File: src/sv/bis_pkg.sv
package bis_pkg;

    localparam int CNT_W    = 7;
    localparam int IDX_W    = 6;
    localparam int STATUS_W = 2;

    localparam logic [CNT_W-1:0] BP_COUNT_RESET = 7'd2;

    localparam logic OPC_WRITE  = 1'b0;
    localparam logic OPC_SEARCH = 1'b1;

    localparam logic [STATUS_W-1:0] RS_IN    = 2'd0;
    localparam logic [STATUS_W-1:0] RS_BELOW = 2'd1;
    localparam logic [STATUS_W-1:0] RS_ABOVE = 2'd2;

    typedef enum logic [2:0] {
        RD_FIRST,
        RD_LAST,
        RD_MID,
        RD_IDX,
        RD_IDX1
    } t_rd_sel;

    typedef struct packed {
        logic    load_query;
        logic    mem_wr;
        logic    rd_en;
        t_rd_sel rd_sel;
        logic    cap_first;
        logic    cap_last;
        logic    range_chk;
        logic    bis_step;
        logic    fix_idx;
        logic    cap_b0;
        logic    cap_b1;
        logic    sub;
        logic    div_prep;
        logic    div_step;
        logic    out_load;
    } t_cmd;

    typedef struct packed {
        logic above;
        logic below;
        logic bis_done;
        logic frac_fixed;
    } t_sts;

endpackage

File: src/sv/breakpoint_index_search.sv
// write request: taken while idle, next request accepted in the following cycle
// search request: an out of range result goes from the first and last table reads
//   straight to the output; in range, each bisection step reads the midpoint through
//   the single registered table read port and then compares, and the serial divider
//   yields one fraction bit per cycle; one search at a time
// reset clears control state and sets bp_count to 2; the table is not cleared
module breakpoint_index_search #(
    parameter int TABLE_DEPTH   = 64,
    parameter int VALUE_WIDTH   = 32,
    parameter int FRACTION_BITS = 16
) (
    input  logic                          i_clk,
    input  logic                          i_rst_n,
    input  logic                          i_valid,
    output logic                          o_stall,
    input  logic                          i_opcode,
    input  logic [bis_pkg::IDX_W-1:0]     i_bp_index,
    input  logic signed [VALUE_WIDTH-1:0] i_value,
    output logic                          o_valid,
    input  logic                          i_stall,
    output logic [bis_pkg::IDX_W-1:0]     o_left_index,
    output logic [FRACTION_BITS:0]        o_fraction,
    output logic [bis_pkg::STATUS_W-1:0]  o_range_status,
    input  logic                          i_cfg_we,
    input  logic [bis_pkg::CNT_W-1:0]     i_cfg_data
);

    bis_pkg::t_cmd cmd;
    bis_pkg::t_sts sts;

    bis_ctrl #(
        .FRACTION_BITS (FRACTION_BITS)
    ) u_ctrl (
        .i_clk    (i_clk),
        .i_rst_n  (i_rst_n),
        .i_valid  (i_valid),
        .i_opcode (i_opcode),
        .o_stall  (o_stall),
        .o_valid  (o_valid),
        .i_stall  (i_stall),
        .o_cmd    (cmd),
        .i_sts    (sts)
    );

    bis_dp #(
        .TABLE_DEPTH   (TABLE_DEPTH),
        .VALUE_WIDTH   (VALUE_WIDTH),
        .FRACTION_BITS (FRACTION_BITS)
    ) u_dp (
        .i_clk          (i_clk),
        .i_rst_n        (i_rst_n),
        .i_cmd          (cmd),
        .o_sts          (sts),
        .i_bp_index     (i_bp_index),
        .i_value        (i_value),
        .i_cfg_we       (i_cfg_we),
        .i_cfg_data     (i_cfg_data),
        .o_left_index   (o_left_index),
        .o_fraction     (o_fraction),
        .o_range_status (o_range_status)
    );

endmodule

File: src/sv/bis_dp.sv
module bis_dp #(
    parameter int TABLE_DEPTH   = 64,
    parameter int VALUE_WIDTH   = 32,
    parameter int FRACTION_BITS = 16
) (
    input  logic                                i_clk,
    input  logic                                i_rst_n,
    input  bis_pkg::t_cmd                       i_cmd,
    output bis_pkg::t_sts                       o_sts,
    input  logic [bis_pkg::IDX_W-1:0]           i_bp_index,
    input  logic signed [VALUE_WIDTH-1:0]       i_value,
    input  logic                                i_cfg_we,
    input  logic [bis_pkg::CNT_W-1:0]           i_cfg_data,
    output logic [bis_pkg::IDX_W-1:0]           o_left_index,
    output logic [FRACTION_BITS:0]              o_fraction,
    output logic [bis_pkg::STATUS_W-1:0]        o_range_status
);

    localparam int AW = (TABLE_DEPTH > 1) ? $clog2(TABLE_DEPTH) : 1;
    localparam int W  = VALUE_WIDTH;
    localparam int FW = FRACTION_BITS + 1;
    localparam int CW = bis_pkg::CNT_W;
    localparam logic [FW-1:0] FRAC_ONE = {1'b1, {FRACTION_BITS{1'b0}}};

    logic signed [W-1:0] mem [0:TABLE_DEPTH-1];

    logic [CW-1:0]       r_bp_count;
    logic signed [W-1:0] r_rd_data;
    logic signed [W-1:0] r_u;
    logic signed [W-1:0] r_first;
    logic signed [W-1:0] r_last;
    logic signed [W-1:0] r_b0;
    logic signed [W-1:0] r_b1;
    logic [CW-1:0]       r_n;
    logic                r_asc;
    logic [CW-1:0]       r_lo1;
    logic [CW-1:0]       r_hi;
    logic [CW-1:0]       r_idx;
    logic [FW-1:0]       r_frac;
    logic [bis_pkg::STATUS_W-1:0] r_status;
    logic                r_zero;
    logic [W-1:0]        r_num;
    logic [W-1:0]        r_den;
    logic [W-1:0]        r_rem;
    logic [bis_pkg::IDX_W-1:0]    r_left_index;
    logic [FW-1:0]                r_fraction;
    logic [bis_pkg::STATUS_W-1:0] r_range_status;

    logic [CW-1:0] n_clamp;
    logic [CW:0]   mid_sum;
    logic [CW-1:0] mid;
    logic [AW-1:0] rd_addr;
    logic          wr_ok;
    logic          asc_now;
    logic          go_right;
    logic [CW-1:0] idx_raw;
    logic [CW-1:0] idx_max;
    logic [W:0]    twice;
    logic          ge;

    always_comb begin
        if (r_bp_count < bis_pkg::BP_COUNT_RESET) begin
            n_clamp = bis_pkg::BP_COUNT_RESET;
        end else if (32'(r_bp_count) > 32'(TABLE_DEPTH)) begin
            n_clamp = CW'(TABLE_DEPTH);
        end else begin
            n_clamp = r_bp_count;
        end
    end

    // midpoint of (lo, hi) with lo kept as lo + 1
    assign mid_sum = {1'b0, r_hi} + {1'b0, r_lo1} - (CW+1)'(1);
    assign mid     = mid_sum[CW:1];

    always_comb begin
        case (i_cmd.rd_sel)
            bis_pkg::RD_FIRST: rd_addr = '0;
            bis_pkg::RD_LAST:  rd_addr = AW'(r_n - CW'(1));
            bis_pkg::RD_MID:   rd_addr = AW'(mid);
            bis_pkg::RD_IDX:   rd_addr = AW'(r_idx);
            bis_pkg::RD_IDX1:  rd_addr = AW'(r_idx + CW'(1));
            default:           rd_addr = '0;
        endcase
    end

    assign wr_ok = 32'(i_bp_index) < 32'(TABLE_DEPTH);

    always_ff @(posedge i_clk) begin
        if (i_cmd.mem_wr && wr_ok) begin
            mem[AW'(i_bp_index)] <= i_value;
        end
        if (i_cmd.rd_en) begin
            r_rd_data <= mem[rd_addr];
        end
    end

    assign asc_now  = r_last > r_first;
    assign go_right = (r_u > r_rd_data) == r_asc;

    always_comb begin
        idx_max = r_n - CW'(2);
        if (r_lo1 == '0 || (r_asc && r_u == r_first)) begin
            idx_raw = '0;
        end else begin
            idx_raw = r_lo1 - CW'(1);
        end
    end

    assign twice = {r_rem, 1'b0};
    assign ge    = twice >= {1'b0, r_den};

    assign o_sts.above      = (r_u > r_last) == asc_now;
    assign o_sts.below      = (r_u < r_first) == asc_now;
    assign o_sts.bis_done   = !(r_hi > r_lo1);
    assign o_sts.frac_fixed = r_zero || (r_num >= r_den);

    always_ff @(posedge i_clk) begin
        if (!i_rst_n) begin
            r_bp_count <= bis_pkg::BP_COUNT_RESET;
        end else if (i_cfg_we) begin
            r_bp_count <= i_cfg_data;
        end
    end

    always_ff @(posedge i_clk) begin
        if (i_cmd.load_query) begin
            r_u <= i_value;
            r_n <= n_clamp;
        end
        if (i_cmd.cap_first) begin
            r_first <= r_rd_data;
        end
        if (i_cmd.cap_last) begin
            r_last <= r_rd_data;
        end
        if (i_cmd.range_chk) begin
            r_asc  <= asc_now;
            r_lo1  <= '0;
            r_hi   <= r_n;
            r_frac <= '0;
            if (o_sts.above) begin
                r_idx    <= r_n - CW'(1);
                r_status <= bis_pkg::RS_ABOVE;
            end else if (o_sts.below) begin
                r_idx    <= '0;
                r_status <= bis_pkg::RS_BELOW;
            end else begin
                r_status <= bis_pkg::RS_IN;
            end
        end
        if (i_cmd.bis_step) begin
            if (go_right) begin
                r_lo1 <= mid + CW'(1);
            end else begin
                r_hi <= mid;
            end
        end
        if (i_cmd.fix_idx) begin
            r_idx <= (idx_raw > idx_max) ? idx_max : idx_raw;
        end
        if (i_cmd.cap_b0) begin
            r_b0 <= r_rd_data;
        end
        if (i_cmd.cap_b1) begin
            r_b1 <= r_rd_data;
        end
        if (i_cmd.sub) begin
            if (r_b1 > r_b0) begin
                r_zero <= r_u <= r_b0;
                r_num  <= W'(r_u - r_b0);
                r_den  <= W'(r_b1 - r_b0);
            end else if (r_b1 < r_b0) begin
                r_zero <= r_u >= r_b0;
                r_num  <= W'(r_b0 - r_u);
                r_den  <= W'(r_b0 - r_b1);
            end else begin
                // flat segment
                r_zero <= 1'b1;
                r_num  <= '0;
                r_den  <= '0;
            end
        end
        if (i_cmd.div_prep) begin
            r_rem <= r_num;
            if (!r_zero && r_num >= r_den) begin
                r_frac <= FRAC_ONE;
            end else begin
                r_frac <= '0;
            end
        end
        if (i_cmd.div_step) begin
            r_rem  <= ge ? W'(twice - {1'b0, r_den}) : W'(twice);
            r_frac <= {r_frac[FW-2:0], ge};
        end
        if (i_cmd.out_load) begin
            r_left_index   <= bis_pkg::IDX_W'(r_idx);
            r_fraction     <= r_frac;
            r_range_status <= r_status;
        end
    end

    assign o_left_index   = r_left_index;
    assign o_fraction     = r_fraction;
    assign o_range_status = r_range_status;

endmodule

File: src/sv/bis_ctrl.sv
module bis_ctrl #(
    parameter int FRACTION_BITS = 16
) (
    input  logic          i_clk,
    input  logic          i_rst_n,
    input  logic          i_valid,
    input  logic          i_opcode,
    output logic          o_stall,
    output logic          o_valid,
    input  logic          i_stall,
    output bis_pkg::t_cmd o_cmd,
    input  bis_pkg::t_sts i_sts
);

    localparam int CW = $clog2(FRACTION_BITS);

    typedef enum logic [3:0] {
        S_IDLE,
        S_LAST,
        S_CAPL,
        S_RANGE,
        S_BRD,
        S_BCMP,
        S_FIX,
        S_RB0,
        S_RB1,
        S_B1,
        S_SUB,
        S_PREP,
        S_DIV,
        S_DONE
    } t_state;

    t_state        r_state;
    t_state        n_state;
    logic [CW-1:0] r_cnt;
    logic [CW-1:0] n_cnt;
    logic          r_out_valid;
    logic          n_out_valid;
    logic          out_free;

    assign out_free = !r_out_valid || !i_stall;

    always_comb begin
        o_cmd   = '0;
        n_state = r_state;
        n_cnt   = r_cnt;
        case (r_state)
            S_IDLE: begin
                if (i_valid) begin
                    if (i_opcode == bis_pkg::OPC_SEARCH) begin
                        o_cmd.load_query = 1'b1;
                        o_cmd.rd_en      = 1'b1;
                        o_cmd.rd_sel     = bis_pkg::RD_FIRST;
                        n_state          = S_LAST;
                    end else begin
                        o_cmd.mem_wr = 1'b1;
                    end
                end
            end
            S_LAST: begin
                o_cmd.rd_en     = 1'b1;
                o_cmd.rd_sel    = bis_pkg::RD_LAST;
                o_cmd.cap_first = 1'b1;
                n_state         = S_CAPL;
            end
            S_CAPL: begin
                o_cmd.cap_last = 1'b1;
                n_state        = S_RANGE;
            end
            S_RANGE: begin
                o_cmd.range_chk = 1'b1;
                n_state = (i_sts.above || i_sts.below) ? S_DONE : S_BRD;
            end
            S_BRD: begin
                if (i_sts.bis_done) begin
                    n_state = S_FIX;
                end else begin
                    o_cmd.rd_en  = 1'b1;
                    o_cmd.rd_sel = bis_pkg::RD_MID;
                    n_state      = S_BCMP;
                end
            end
            S_BCMP: begin
                o_cmd.bis_step = 1'b1;
                n_state        = S_BRD;
            end
            S_FIX: begin
                o_cmd.fix_idx = 1'b1;
                n_state       = S_RB0;
            end
            S_RB0: begin
                o_cmd.rd_en  = 1'b1;
                o_cmd.rd_sel = bis_pkg::RD_IDX;
                n_state      = S_RB1;
            end
            S_RB1: begin
                o_cmd.rd_en  = 1'b1;
                o_cmd.rd_sel = bis_pkg::RD_IDX1;
                o_cmd.cap_b0 = 1'b1;
                n_state      = S_B1;
            end
            S_B1: begin
                o_cmd.cap_b1 = 1'b1;
                n_state      = S_SUB;
            end
            S_SUB: begin
                o_cmd.sub = 1'b1;
                n_state   = S_PREP;
            end
            S_PREP: begin
                o_cmd.div_prep = 1'b1;
                n_cnt          = CW'(FRACTION_BITS - 1);
                n_state        = i_sts.frac_fixed ? S_DONE : S_DIV;
            end
            S_DIV: begin
                o_cmd.div_step = 1'b1;
                n_cnt          = r_cnt - CW'(1);
                if (r_cnt == '0) begin
                    n_state = S_DONE;
                end
            end
            S_DONE: begin
                // hold the result until the output register is free
                if (out_free) begin
                    o_cmd.out_load = 1'b1;
                    n_state        = S_IDLE;
                end
            end
            default: begin
                n_state = S_IDLE;
            end
        endcase
    end

    assign n_out_valid = o_cmd.out_load || (r_out_valid && i_stall);

    always_ff @(posedge i_clk) begin
        if (!i_rst_n) begin
            r_state     <= S_IDLE;
            r_cnt       <= '0;
            r_out_valid <= 1'b0;
        end else begin
            r_state     <= n_state;
            r_cnt       <= n_cnt;
            r_out_valid <= n_out_valid;
        end
    end

    assign o_stall = r_state != S_IDLE;
    assign o_valid = r_out_valid;

endmodule
File: config.mk
export PLATFORM = sky130hd
export DESIGN_NAME = breakpoint_index_search
export DESIGN_NICKNAME = d
export VERILOG_FILES = /design/src/sv/bis_pkg.sv /design/src/sv/breakpoint_index_search.sv /design/src/sv/bis_dp.sv /design/src/sv/bis_ctrl.sv
export SDC_FILE = /design/constraint.sdc
export NUM_CORES = 2
export LEC_CHECK = 0
export BUFFER_PORTS_ARGS = -buffer_cell sky130_fd_sc_hd__buf_2
export CAP_MARGIN = 20
export CORE_UTILIZATION = 40
export CTS_CLUSTER_DIAMETER = 40
export DETAILED_ROUTE_END_ITERATION = 16
export SYNTH_ARGS = -nofsm -noshare
export SYNTH_HDL_FRONTEND = slang
export SYNTH_SLANG_ARGS = --single-unit
File: constraint.sdc
create_clock -name i_clk -period 9.75 [get_ports i_clk]
set_input_delay 1.4625 -clock i_clk [delete_from_list [all_inputs] [get_ports i_clk]]
set_output_delay 1.4625 -clock i_clk [all_outputs]
set_load 0.005 [all_outputs]
-- Yosys cells after proc, flatten, opt, wreduce, memory -nomap -nowiden
Memory sizes are Yosys's and may differ from the RTL's. A register that Yosys moved wholly into a read port is not among the register bits.
Cells that the tools add are included.
- flip-flop bits (word level): 345
- bits in writable memories: 2048
- memories: 1
- $add $sub $neg: 13
- $lt $le $gt $ge: 14
- equality and inequality tests: 25
- multiplexer cells: 58
- reduce and logical (&&, ||, !) cells: 23
- memory list (memory ; depth ; bits a word ; read ports ; clocked after memory_dff ; wr ports ; RTL line ; text):
    u_dp.mem ; 64 ; 32 ; 1 ; 1 ; 1 ; bis_dp.sv:25 ; logic signed [W-1:0] mem [0:TABLE_DEPTH-1];
- operators with widths (operator ; count):
    2-to-1 mux 32 bit ; 7
    subtractor 32 bit ; 5
    greater-than comparator 32 bit ; 4
    2-to-1 mux 17 bit ; 4
    greater-or-equal comparator 32 bit ; 2
    less-than comparator 32 bit ; 2
    2-to-1 mux 7 bit ; 8
    case mux 4 bit (14 select lines) ; 1
    2-to-1 mux 6 bit ; 6
    greater-or-equal comparator 33 x 32 -> 1 bit ; 1
    == test 32 bit ; 1
    <= comparator 32 bit ; 1
    2-to-1 mux 4 bit ; 7
    == test 4 bit (second input constant) ; 6
    case mux 6 bit (4 select lines) ; 1
    2-to-1 mux 1 bit ; 20
    case mux 4 bit (5 select lines) ; 1
    == test 4 x 3 -> 1 bit (second input constant) ; 4
    greater-than comparator 7 bit ; 2
    adder 7 x 7 -> 8 bit ; 1
    == test 4 x 2 -> 1 bit (second input constant) ; 2
    zero test 4 bit ; 2
    case mux 4 bit (2 select lines) ; 1
    subtractor 8 x 1 -> 8 bit (second input constant) ; 1
    other kinds (26) ; 43

-- Longest topological paths before layout
- depth after elaboration: 7
- gate-level depth with buffers: 20

-- Hierarchy
A second synthesis with hierarchy kept.
- cell total of the unflattened synthesis: 8671
- area, all modules: 107979.8 um^2
- by module, submodules not included (module ; instances ; cells each ; area each (um^2)):
    bis_dp ; 1 ; 8580 ; 107255.4
    bis_ctrl ; 1 ; 91 ; 724.4

-- Least setup slack after synthesis
No wires, ideal clock.
- path type: input port to flip-flop
- from: input port i_bp_index[5] (netlist bit)
- to: memory u_dp.mem[38][0] (netlist bit), enable pin
- library setup time: 421 ps
- arrival: 3662 ps
- path slack: 5667 ps
- cell stages on the path: 4
- buffers on the path: 2
- cell sequence: clkbuf_1 -> or3b_2 -> buf_1 -> nor2_1
- RTL lines (item ; RTL line ; text):
    start, declared ; breakpoint_index_search.sv:17 ; input logic [bis_pkg::IDX_W-1:0] i_bp_index,
    end, declared ; bis_dp.sv:25 ;
No word-level cell before the write port.

-- Final worst setup path
- from: register u_dp.r_lo1[1]
- to: register u_dp.r_rd_data[28], read port of u_dp.mem, data pin
- longest elaborated chain between the ends: 5
- elaborated cells between the ends (all ways): 10
- classes of those cells: 2 x add/sub; 1 x order compare; 4 x eq/ne; 3 x mux
- ends and longest elaborated chain (item ; RTL line ; text):
    start, declared ; bis_dp.sv:36 ; logic [CW-1:0] r_lo1;
    start signal, assigned ; bis_dp.sv:153 ; r_lo1 <= mid + CW'(1);
    parallel branches: the longest is 5 deep, another holds adder 7 x 7 -> 8 bit ; -- ;
    end, declared ; bis_dp.sv:28 ; logic signed [W-1:0] r_rd_data;
Several ways; the timed one is not identified.
A chain may end at the register's enable or synchronous reset.

==> metrics.md <==
| Metric | Value |
|---|---|
| Clock sink count | 2425 |
| CTS tree | done |
| Reg2reg path depth | 16 |
| Slew @ Worst Pin | 1.193 ns |
| Setup Viol. Count Final | 0 |
| Post-CTS sizing | 0 |
| Leak Pwr | 44.60 nW |
| Sequential share of the synthesized area | 0.6822 |
| RSZ-0062 raised after global routing | no |
| Rows | 188 |
| Yosys Warn Count | 0 |
| Flop-to-flop setup slack | 3.53 ns |
| Fmax | 160.8 MHz |
| Die area | 267800 um2 |
| Via/cell ratio | 5.981 |
| I/O Pins | 78 |
| Chip Width | 517.5 um |
| Mean post-synth cell area | 13.54 um2 |
| Synth cell count leaders | edfxtp_1 (2395), nand2_1 (1339), mux2i_1 (467), a32oi_1 (421), ha_1 (353) |
| Metal3 WL | 34510 um |
| Total Power | 33.06 mW |
| Clock transition at path regs | 0.06 ns |
| Clock Power Share | 0.355 |
| Post-CTS setup buffers | 0 |
| Hold Fails Final Rpt | 0 |
| Final setup TNS | 0 ns |
| Gr usage total | 0.2449 |
| HPWL after DPL | 196000 um |
| Synth area leaders | edfxtp_1 (68%), nand2_1 (4.7%), mux2i_1 (4.4%) |
| WL final | 338200 um |
| Initial detailed-routing violation count | 9369 |
| Slew HR | 0.2050 |
| Flops & latches, synth | 2425 |
| Final Wtd Congestion | 0.8903 |
| Critical Path Most Common Cell | inv_1 |
| WP data arrival | 6.80 ns |
| Crit path kind | flop to flop |
| Wl on met1 | 133700 um |
| Fin Clk Skew | 0.1079 ns |
| Core ar. | 263200 um2 |
| Max Used Layer | met5 |
| Global-route wire length before repair | 481500 um |
| CTS Hold Buffers Added | 0 |
| Final worst slack | 3.533 ns |
| DIE HEIGHT | 517.5 um |
| Post-synth cell types | 93 |
| Max IR drop VDD | 240.9 uV |
| DR DRC count | 0 |
| Post-layout minimum cycle time | 6.217 ns |
| Root Buffer | clkbuf_16 |
| Pwr/cell area | 270.5 nW/um2 |
| Placed insts | 11210 |
| Share of the synthesized area in the top cell type | 0.6765 |
| Reg power frac | 0.377 |
| Internal Pwr Total | 21.83 mW |
| Clock Latency Late Sink | 0.88 ns |
| Antenna Nets Post-Route | 0 |
| DR WL met2 | 154100 um |
| Maximum clock path buffer count | 4 |
| Vias | 70490 |
| Run status | completed |
| Post-Syn Instances | 7849 |
| Worst-path fanout max | 44 |
| EDFF count, synth | 2395 |
| Critical path, cell by cell | inv_1, ha_1, inv_1, ha_1, inv_1, fa_1, nor3_1, o31ai_1, nand2_4, and2_4, buf_4, buf_4, a32oi_1, and3_1, a31oi_1, o211ai_1 |
| Most frequent cell after synthesis | edfxtp_1 |
| Grt ovf | 0 |
| Initial Utilization | 0.4039 |
| Crit path required time | 10.33 ns |
| Combinational fraction of design power | 0.267 |
| Max Slew Vio Count | 0 |
| Vias in the first global route | 68240 |
| P_sw | 11.23 mW |
| Min-Delay Path Depth | 0 |
| Layout Cell Area excl Fill | 122200 um2 |
| CP startpoint kind | flop |
| Yosys top cell by area | edfxtp_1 |
| Maxcap violations | 0 |
| 1st-pass router iterations | 9 |
| Port bufs | 77 |
| Hold Path Class | flop to flop |
| Post-Syn Nets | 8259 |
| Pre-CTS setup slack | 3.522 ns |
| Ys async rst share | 0 |
| Layout Nets | 8424 |
| Sw Ratio | 0.3398 |
| Post-Layout Cell Count | 11790 |
| Final worst path period share | 0.6377 |
| Most used DFF post-synth | edfxtp_1 |
| Post-synthesis cell area | 106300 um2 |
| Slowest-stage cell, CP | and2_4 |
| H-tree depth | 5 |
| P&R area growth vs syn | 14.96% |
| Share of cells above drive strength 1 | 0.1109 |
| Max incr delay on CP | 0.79 ns |
| Post-DP Area | 111500 um2 |
| Post-DR wirelength/cell | 28.70 um |
| Largest net degree at the start of global routing | 117 |
| Initial antenna violation count | 21 |
| Setup crit end kind | flop |
| TritonCTS Buffers | 320 |
cell families (layout without fill, tap and decap cells):
kind of cell | Yosys count | count (layout) | share of synthesized area
compound gates | 1561 | 1561 | 0.1054
other cells | 0 | 3 | 0
fa+ha+maj | 359 | 359 | 0.04268
xor+xnor | 55 | 55 | 0.004531
simple gates | 2227 | 2227 | 0.09174
flops | 2425 | 2425 | 0.6822
mux | 471 | 471 | 0.04440
buf+inv | 751 | 1170 | 0.02911
power groups by stage:
stage / logic, mW / clock network (mW) / registers (mW)
after CTS: 8.70 / 11.9 / 12.5
final: 8.84 / 11.8 / 12.5
after global routing: 9.39 / 12.3 / 12.5
after detailed placement: 8.65 / 0 / 12.7
after floorplan: 5.49 / 0 / 12.4
after global placement: 8.59 / 0 / 12.7
cell type report:
type                            instances  area [um2]
Inverter                              324        1216
Tap cell                             3515        4398
Sequential cell                      2425       72520
Timing Repair Buffer                  270        2009
Clock buffer                          366        8446
Multi-Input combinational cell       4673       31360
Antenna cell                            3       7.507
Clock inverter                        210        2258
Fill cell                           22890      141000
cell usage in the layout (no fill, tap or decap), types with 42 or more instances in the layout:
cell type / count
a31oi_1: 172
edfxtp_1: 2395
buf_4: 177
o21ai_0: 153
and3_1: 109
buf_2: 78
ha_1: 353
nor3_1: 47
o211ai_1: 42
a32oi_1: 421
a21oi_1: 278
nand4_1: 76
a21o_1: 145
nor2_1: 172
or3_1: 50
nand2_1: 1338
clkbuf_16: 332
inv_1: 322
nand3_1: 208
mux2i_1: 467
nor2_4: 67
path summary, 6_finish.rpt:
path	startpoint	endpoint
max	u_dp.r_lo1[1]$_DFF_P_	u_dp.r_rd_data[28]$_DFFE_PP_
min	u_dp.r_frac[16]$_DFFE_PP_	u_dp.o_fraction[16]$_DFFE_PP_
max reg2reg	u_dp.r_lo1[1]$_DFF_P_	u_dp.r_rd_data[28]$_DFFE_PP_
min reg2reg	u_dp.r_frac[16]$_DFFE_PP_	u_dp.o_fraction[16]$_DFFE_PP_
flip-flops by register name, summed over array words and instances, names as in the netlist, 32 cells and up:
register / flops
u_dp.r_last: 32
u_dp.r_den: 32
u_dp.r_first: 32
u_dp.r_u: 32
u_dp.r_rem: 32
u_dp.mem: 2048
u_dp.r_rd_data: 32
u_dp.r_b1: 32
u_dp.r_b0: 32
u_dp.r_num: 32
worst max-delay path: cells and delay by family, from the launching register on:
kind | cells | cell delay, ns
compound gates | 4 | 1.24
fa+ha+maj | 3 | 1.06
buf+inv | 5 | 1.20
flops | 1 | 0.32
simple gates | 4 | 2.09
metrics by stage:
step,hold WS [ns],util
finish,0.4307,0.4643
global route,0.4370,0.4643
CTS,0.4337,0.4642
detailed placement,0.4194,0.4235
global placement,0.4083,0.4234
floorplan,0.4003,-
layer usage:
metal / GRT usage / vias to the layer above
li1: - / 30430
met1: 0.3306 / 35400
met2: 0.3886 / 3935
met3: 0.04273 / 716
met4: 0.1053 / 4
met5: 0 / -
No activity file was read; power rests on OpenSTA's default activity.
